===== config.mk =====
export PLATFORM = sky130hd
export DESIGN_NAME = subblock_intra_predictor_4x4_flat
export DESIGN_NICKNAME = d
export VERILOG_FILES = /design/src/sip4_pkg.sv /design/src/sip4_if.sv /design/src/subblock_intra_predictor_4x4.sv /design/src/flat_wrapper.sv
export SDC_FILE = /design/constraint.sdc
export NUM_CORES = 2
export LEC_CHECK = 0
export BUFFER_PORTS_ARGS = -buffer_cell sky130_fd_sc_hd__buf_2
export CAP_MARGIN = 10
export CORE_UTILIZATION = 25
export DETAILED_ROUTE_END_ITERATION = 8
export SYNTH_ARGS = -nofsm -noshare
export SYNTH_HDL_FRONTEND = slang
export SYNTH_SLANG_ARGS = --single-unit
export TNS_END_PERCENT = 1

===== constraint.sdc =====
create_clock -name clk -period 11.38 [get_ports clk]
set_clock_uncertainty 0.2 [all_clocks]
set_input_delay 1.138 -clock clk [delete_from_list [all_inputs] [get_ports clk]]
set_output_delay 1.138 -clock clk [all_outputs]
set_load 0.01 [all_outputs]

===== src/sip4_pkg.sv =====
// Package for the 4x4 intra subblock predictor.
// Holds the submode codes and the request and result payload types.
// No dependencies.
`default_nettype none

package sip4_pkg;

  // Prediction submodes; codes above SM_HU are invalid
  typedef enum logic [3:0] {
    SM_DC = 4'd0,
    SM_TM = 4'd1,
    SM_VE = 4'd2,
    SM_HE = 4'd3,
    SM_LD = 4'd4,
    SM_RD = 4'd5,
    SM_VR = 4'd6,
    SM_VL = 4'd7,
    SM_HD = 4'd8,
    SM_HU = 4'd9
  } submode_t;

  localparam int unsigned PixMax = 255;

  // One prediction request: submode and edge pixels
  typedef struct packed {
    logic [3:0]  submode;
    logic [7:0]  corner_pixel;
    logic [63:0] above_row;
    logic [31:0] left_column;
  } req_t;

  // One predicted 4x4 block, column j of each row in byte j
  typedef struct packed {
    logic [31:0] row_zero;
    logic [31:0] row_one;
    logic [31:0] row_two;
    logic [31:0] row_three;
    logic        bad_submode;
  } res_t;

endpackage

`default_nettype wire


===== src/sip4_if.sv =====
// Valid/ready channel interfaces for the request and result sides.
// Depends on sip4_pkg for the payload types.
`default_nettype none

interface sip4_req_if;
  logic              valid;
  logic              ready;
  sip4_pkg::req_t    data;

  modport source (output valid, output data, input ready);
  modport sink (input valid, input data, output ready);
endinterface

interface sip4_res_if;
  logic              valid;
  logic              ready;
  sip4_pkg::res_t    data;

  modport source (output valid, output data, input ready);
  modport sink (input valid, input data, output ready);
endinterface

`default_nettype wire


===== src/subblock_intra_predictor_4x4.sv =====
// 4x4 intra subblock predictor: input register, prediction logic, result register.
// Depends on sip4_pkg and the channel interfaces in sip4_if.sv.
//
//   channel | dir | payload
//   --------+-----+-------------------------------------------------------
//   req     | in  | submode, corner_pixel, above_row, left_column
//   res     | out | row_zero, row_one, row_two, row_three, bad_submode
//
// One request per cycle sustained while the result side keeps up; a request
// passes through the input register, then the result register, before its
// result is offered.
// rst clears only the two stage valid bits; the data registers have no reset.
// A stalled result holds in the result register while one more request
// waits in the input register; req.ready drops only when both are full.
`default_nettype none

module subblock_intra_predictor_4x4 (
  input  wire logic  clk,
  input  wire logic  rst,
  sip4_req_if.sink   req,
  sip4_res_if.source res
);

  logic              in_vld;
  sip4_pkg::req_t    in_q;
  logic              out_vld;
  sip4_pkg::res_t    out_q;
  logic              out_adv;
  logic              in_adv;

  logic [7:0]        e [0:12];
  logic [7:0]        c3 [1:11];
  logic [7:0]        t2 [0:8];
  logic [7:0]        s_left;
  logic [7:0]        s_above;
  logic [10:0]       dc_sum;
  logic [3:0][3:0][7:0] b;
  logic              bad;
  sip4_pkg::res_t    res_next;

  // Advance when the next stage is empty or draining
  assign out_adv   = !out_vld || res.ready;
  assign in_adv    = !in_vld || out_adv;
  assign req.ready = in_adv;

  // Input register
  always_ff @(posedge clk) begin
    if (rst) begin
      in_vld <= 1'b0;
    end else if (in_adv) begin
      in_vld <= req.valid;
    end
  end

  always_ff @(posedge clk) begin
    if (in_adv && req.valid) begin
      in_q <= req.data;
    end
  end

  // Edge line: L3..L0, corner, A0..A7
  always_comb begin
    for (int i = 0; i < 4; i++) begin
      e[3 - i] = in_q.left_column[8*i +: 8];
    end
    e[4] = in_q.corner_pixel;
    for (int i = 0; i < 8; i++) begin
      e[5 + i] = in_q.above_row[8*i +: 8];
    end
  end

  // 3-tap and 2-tap averages along the edge line
  always_comb begin
    for (int k = 1; k < 12; k++) begin
      c3[k] = 8'(({2'b00, e[k-1]} + {1'b0, e[k], 1'b0} + {2'b00, e[k+1]} + 10'd2) >> 2);
    end
    for (int k = 0; k < 9; k++) begin
      t2[k] = 8'(({1'b0, e[k]} + {1'b0, e[k+1]} + 9'd1) >> 1);
    end
    // Edge repeated past the last left pixel and the last above pixel
    s_left  = 8'(({2'b00, e[1]} + {1'b0, e[0], 1'b0} + {2'b00, e[0]} + 10'd2) >> 2);
    s_above = 8'(({2'b00, e[11]} + {1'b0, e[12], 1'b0} + {2'b00, e[12]} + 10'd2) >> 2);
    dc_sum = 11'd4;
    for (int i = 0; i < 4; i++) begin
      dc_sum = dc_sum + {3'b000, e[i]} + {3'b000, e[5 + i]};
    end
  end

  // Build the predicted block for the registered submode
  always_comb begin
    logic signed [9:0] tm;
    b   = '0;
    bad = 1'b0;
    tm  = '0;
    case (sip4_pkg::submode_t'(in_q.submode))
      sip4_pkg::SM_DC: begin
        for (int r = 0; r < 4; r++) begin
          for (int c = 0; c < 4; c++) begin
            b[r][c] = dc_sum[10:3];
          end
        end
      end
      sip4_pkg::SM_TM: begin
        for (int r = 0; r < 4; r++) begin
          for (int c = 0; c < 4; c++) begin
            tm = $signed({2'b00, e[5 + c]}) + $signed({2'b00, e[3 - r]})
               - $signed({2'b00, e[4]});
            if (tm < 0) begin
              b[r][c] = 8'd0;
            end else if (tm > 10'(sip4_pkg::PixMax)) begin
              b[r][c] = 8'(sip4_pkg::PixMax);
            end else begin
              b[r][c] = tm[7:0];
            end
          end
        end
      end
      sip4_pkg::SM_VE: begin
        for (int r = 0; r < 4; r++) begin
          for (int c = 0; c < 4; c++) begin
            b[r][c] = c3[5 + c];
          end
        end
      end
      sip4_pkg::SM_HE: begin
        for (int c = 0; c < 4; c++) begin
          b[0][c] = c3[3];
          b[1][c] = c3[2];
          b[2][c] = c3[1];
          b[3][c] = s_left;
        end
      end
      sip4_pkg::SM_LD: begin
        for (int r = 0; r < 4; r++) begin
          for (int c = 0; c < 4; c++) begin
            b[r][c] = (r + c == 6) ? s_above : c3[6 + r + c];
          end
        end
      end
      sip4_pkg::SM_RD: begin
        for (int r = 0; r < 4; r++) begin
          for (int c = 0; c < 4; c++) begin
            b[r][c] = c3[4 + c - r];
          end
        end
      end
      sip4_pkg::SM_VR: begin
        b[3][0] = c3[2];
        b[2][0] = c3[3];
        b[3][1] = c3[4];  b[1][0] = c3[4];
        b[2][1] = t2[4];  b[0][0] = t2[4];
        b[3][2] = c3[5];  b[1][1] = c3[5];
        b[2][2] = t2[5];  b[0][1] = t2[5];
        b[3][3] = c3[6];  b[1][2] = c3[6];
        b[2][3] = t2[6];  b[0][2] = t2[6];
        b[1][3] = c3[7];
        b[0][3] = t2[7];
      end
      sip4_pkg::SM_VL: begin
        b[0][0] = t2[5];
        b[1][0] = c3[6];
        b[2][0] = t2[6];  b[0][1] = t2[6];
        b[1][1] = c3[7];  b[3][0] = c3[7];
        b[2][1] = t2[7];  b[0][2] = t2[7];
        b[3][1] = c3[8];  b[1][2] = c3[8];
        b[0][3] = t2[8];  b[2][2] = t2[8];
        b[1][3] = c3[9];  b[3][2] = c3[9];
        b[2][3] = c3[10];
        b[3][3] = c3[11];
      end
      sip4_pkg::SM_HD: begin
        b[3][0] = t2[0];
        b[3][1] = c3[1];
        b[2][0] = t2[1];  b[3][2] = t2[1];
        b[2][1] = c3[2];  b[3][3] = c3[2];
        b[2][2] = t2[2];  b[1][0] = t2[2];
        b[2][3] = c3[3];  b[1][1] = c3[3];
        b[1][2] = t2[3];  b[0][0] = t2[3];
        b[1][3] = c3[4];  b[0][1] = c3[4];
        b[0][2] = c3[5];
        b[0][3] = c3[6];
      end
      sip4_pkg::SM_HU: begin
        for (int r = 0; r < 4; r++) begin
          for (int c = 0; c < 4; c++) begin
            b[r][c] = e[0];
          end
        end
        b[0][0] = t2[2];
        b[0][1] = c3[2];
        b[0][2] = t2[1];  b[1][0] = t2[1];
        b[0][3] = c3[1];  b[1][1] = c3[1];
        b[1][2] = t2[0];  b[2][0] = t2[0];
        b[1][3] = s_left; b[2][1] = s_left;
      end
      default: begin
        bad = 1'b1;
      end
    endcase
  end

  always_comb begin
    res_next.row_zero    = b[0];
    res_next.row_one     = b[1];
    res_next.row_two     = b[2];
    res_next.row_three   = b[3];
    res_next.bad_submode = bad;
  end

  // Result register
  always_ff @(posedge clk) begin
    if (rst) begin
      out_vld <= 1'b0;
    end else if (out_adv) begin
      out_vld <= in_vld;
    end
  end

  always_ff @(posedge clk) begin
    if (out_adv && in_vld) begin
      out_q <= res_next;
    end
  end

  assign res.valid = out_vld;
  assign res.data  = out_q;

  // An invalid submode yields an all-zero block
  a_bad_zero: assert property (@(posedge clk) disable iff (rst)
    out_vld && out_q.bad_submode |-> (out_q.row_zero == '0) && (out_q.row_one == '0)
      && (out_q.row_two == '0) && (out_q.row_three == '0))
    else $error("invalid submode gave a nonzero block");

  // Back-pressure only when both stages hold a request
  a_ready: assert property (@(posedge clk) disable iff (rst)
    !req.ready |-> in_vld && out_vld && !res.ready)
    else $error("request side stalled with room in the pipeline");

  // A request leaving the input stage lands in the result stage
  a_move: assert property (@(posedge clk) disable iff (rst)
    in_vld && out_adv |=> out_vld)
    else $error("request lost between stages");

  // Without a new request, a drained input stage is empty next cycle
  a_drain: assert property (@(posedge clk) disable iff (rst)
    in_adv && !req.valid |=> !in_vld)
    else $error("input stage valid without a request");

endmodule

`default_nettype wire


===== src/flat_wrapper.sv =====
// flat-port wrapper written by rule: the top's interface ports become plain ports
module subblock_intra_predictor_4x4_flat 
  (clk, rst, req_valid, req_data, req_ready, res_valid, res_data, res_ready);
  sip4_req_if req_i ();
  sip4_res_if res_i ();
  input  wire logic clk;
  input  wire logic rst;
  input wire logic [$bits(req_i.valid)-1:0] req_valid;
  input wire logic [$bits(req_i.data)-1:0] req_data;
  output wire logic [$bits(req_i.ready)-1:0] req_ready;
  output wire logic [$bits(res_i.valid)-1:0] res_valid;
  output wire logic [$bits(res_i.data)-1:0] res_data;
  input wire logic [$bits(res_i.ready)-1:0] res_ready;
  assign req_i.valid = req_valid;
  assign req_i.data = req_data;
  assign req_ready = req_i.ready;
  assign res_valid = res_i.valid;
  assign res_data = res_i.data;
  assign res_i.ready = res_ready;
  subblock_intra_predictor_4x4 u_core (.clk(clk), .rst(rst), .req(req_i), .res(res_i));
endmodule

==> summary.md <==
| Metric | Value |
|---|---|
| Status | finished, final reports clean |
| PwrDens | 162.6 mW/mm² |
| Rows | 131 |
| VDD IR max | 0.07932 mV |
| Most frequent cell after synthesis | inv_1 |
| Largest net degree at the start of global routing | 66 |
| Final WL | 197.7 mm |
| Flops & latches, synth | around 240 |
| Compound-Gate Fraction of Synth Area | 19.55% |
| Worst relative slew slack | 6.439% |
| Initial DRC Count | 4586 |
| Core area | 0.1283 mm² |
| Xor and xnor area share after synthesis | under 10% |
| Clock sink count | approximately 240 |
| Synth top area share | 21.88% |
| Depth of the CTS H-tree | 2 |
| Main synth FF type | edfxtp_1 |
| Die Footprint | 0.1316 mm² |
| Worst-margin pin slew | 1403 ps |
| Post-route ant nets | 0 |
| Ranking of synthesized cells by area | edfxtp_1 22%, fa_1 16%, ha_1 13%, inv_1 4.9%, nor2_1 3.9% |
| Mux share of post-synthesis cell area | 0.2192% |
| # DRC | 0 |
| HP Class | reg2reg |
| Ports | 243 |
| Leak pwr | 0.01623 µW |
| Yosys warnings | 0 |
| All-layer global routing usage | 29.40% |
| Initial Util | 25.35% |
| First-pass GRT wire length | 263.9 mm |
| # placed instances | 5643 |
| Async SR Flop Fraction | 0% |
| Mean Syn Cell Area | 8.917 µm² |
| Largest family of logic cells by synthesized area | adder cells |
| RSZ-0062 raised after global routing | false |
| Post-synth top cells | 423 x inv_1, 342 x ha_1, 338 x nor2_1 |
| Final net count | ~4.7k |
| Final Hold Fails | 0 |
| Skew-Pair Late Insertion Delay | 620 ps |
| Critical path class | reg2reg |
| Finished Core Util | slightly below 30% |
| Max Slew Vio Count | 0 |
| Root Buffer Master | clkbuf_16 |
| Die W | 362.7 µm |
| CTS Hold Buffers Added | 0 |
| FMAX | around 140 MHz |
| Post-CTS Setup Bufs | 0 |
| Non-Filler Instances | 5716 |
| Synth Cell Area | roughly 0.033 mm² |
| CTS tree | built |
| Clock slew at reported path FFs | 60 ps |
| Mapped Cells | 3648 |
| Tmin final | between 6000 and 7000 ps |
| Fillers | 13.75k |
| Critical path fanouts, max | 8 |
| Max clock buf depth | 3 |
| Via count | 32.88k |
| Post-synthesis adder-cell area fraction | 29.22% |
| Initial antenna violation count | 25 |
| Die height | approximately 360 µm |
| Critical Path Start Type | flip-flop |
| Routability cong. | 1.101 |
| Post-CTS Resized | 0 |
| Crit. End Element | flip-flop |
| Net count after synthesis | 4363 |
| Fraction of layout cells with a size suffix above 1 | 11.63% |
| Distinct cells, synth | 93 |
| Final period util | between 60% and 70% |
| Avg WL per Cell | roughly 35 µm |
| Hpwl dp | around 160 mm |
| Final setup fails | 0 |
| Grt total ovfl | 0 |
| Vias/cell | approximately 5.8 |
| Area Overhead vs Synth | 15.98% |
| Worst Path Arrival | ~7100 ps |
| Pre-antenna DRT Iters | 6 |
| Post-synth EDFFs | 237 |
| Vias in the first global route | slightly above 30k |
| Req. time, crit path | roughly 11000 ps |
| Register area share after synthesis | 22.00% |
| CTS Buf Count | 36 |
| Port Buf Inserts | 242 |
| Maxcap violations | 0 |
| Post-synth top area cell | edfxtp_1 |
| Setup TNS | 0 ps |
| Simple-Gate Fraction of Synth Area | 18.00% |
## metrics by stage
| step | power (µW) | hold slack, ps | area, µm² | worst slack [ps] |
|---|---|---|---|---|
| floorplan | 3270 | 277.8 | 32530 | 3624 |
| global placement | 4773 | 311.2 | 36430 | 4552 |
| detailed placement | 4741 | 308.3 | 36440 | 4641 |
| CTS | 6028 | 320.8 | 37700 | 4634 |
| global route | 6378 | 365.0 | 37720 | 4158 |
| finish | 6135 | 316.4 | 37730 | 4428 |
## flip-flops by register name, indices dropped and copies added (netlist names)
| signal | cells |
|---|---|
| u_core.res.data | 129 |
| u_core.e | 104 |
| u_core.in_q | 4 |
| u_core.in_vld | 1 |
| u_core.res.valid | 1 |
## cell usage in the layout (no fill, tap or decap), types with 13 or more instances in the layout
master | Yosys | layout
a2111oi_0 | 34 | 34
ha_1 | 342 | 342
buf_2 | 3 | 243
nand3_1 | 121 | 121
nor3_1 | 114 | 112
o21ai_1 | 12 | 17
a211o_1 | 19 | 19
edfxtp_1 | 237 | 237
buf_4 | 0 | 93
o31ai_1 | 19 | 19
o31a_1 | 24 | 24
o22ai_1 | 27 | 27
nor4_1 | 58 | 57
inv_1 | 423 | 423
a21oi_1 | 192 | 192
and3_1 | 34 | 34
o211ai_1 | 38 | 38
nand4_1 | 70 | 70
o2111ai_1 | 24 | 24
or3_1 | 28 | 28
o221ai_1 | 13 | 13
a31oi_1 | 26 | 25
a22oi_1 | 13 | 13
nand2b_1 | 32 | 32
nor2_1 | 338 | 337
nand2_1 | 176 | 174
xor2_1 | 67 | 67
nand3b_1 | 14 | 14
and2_1 | 43 | 42
o21bai_1 | 33 | 33
a21o_1 | 49 | 49
fa_1 | 261 | 261
nor2b_1 | 45 | 44
o21a_1 | 50 | 50
a211oi_1 | 51 | 49
xnor2_1 | 125 | 124
clkbuf_16 | 0 | 38
o21ai_0 | 225 | 220
or2_2 | 21 | 21
## power by group
group	leakage (µW)	internal (µW)	total, µW	switching [µW]
combinational	0.0133	1190	3670	2480
sequential	0.00230	1120	1220	100
clock	0.000590	731	1250	521
## per-layer routing
metal	wire, µm	vias to the layer above	share of wire, %	GRT usage (%)
met2	78130	2195	40	41.29
met1	81490	16296	41	39.49
li1	-	13915	-	-
met5	72	-	0.036	0
met4	15540	10	7.9	18.90
met3	22460	463	11	7.721
## worst max-delay path, stage by stage, from the launching register on
cell	delay (ps)
edfxtp_1	720
inv_1	540
nor3_1	450
nand3_1	140
xnor2_1	170
fa_1	490
inv_1	50
fa_1	450
fa_1	490
inv_1	50
fa_1	430
ha_1	380
o21ai_0	160
a21oi_1	220
a21oi_1	90
a31oi_1	660
o21ai_0	400
nor4_1	380
nand3_1	140
## cell families (layout without fill, tap and decap cells)
group           Yosys count  in the layout
buf+inv                 492            825
fa+ha+maj               603            603
mux                       7              7
simple gates           1161           1161
other cells               0              6
xor+xnor                194            194
compound gates          952            952
flops                   239            239
## area by class of cell
| class | count | area, µm² | share of cell area [%] |
|---|---|---|---|
| flip-flops and latches | 239 | 7157 | 18.97 |
| multi-input cells | 2917 | 23620 | 62.62 |
| clock buffers | 42 | 965.9 | 2.560 |
| diodes | 6 | 15.01 | 0.03980 |
| inverters | 423 | 1588 | 4.209 |
| clock inverters | 23 | 292.8 | 0.7760 |
| repair buffers | 337 | 1922 | 5.094 |
| well taps | 1729 | 2163 | 5.734 |
## path summary, 6_finish.rpt
path / endpoint / slack (ps) / depth (start not counted) / startpoint
max reg2reg: u_core.res.data[88] / 4430 / 18 / u_core.e[101]
max: u_core.res.data[88] / 4430 / 18 / u_core.e[101]
min reg2reg: u_core.res.valid / 320 / 2 / u_core.in_vld
min: u_core.res.valid / 320 / 2 / u_core.in_vld
(Power assumes the default switching activity.)
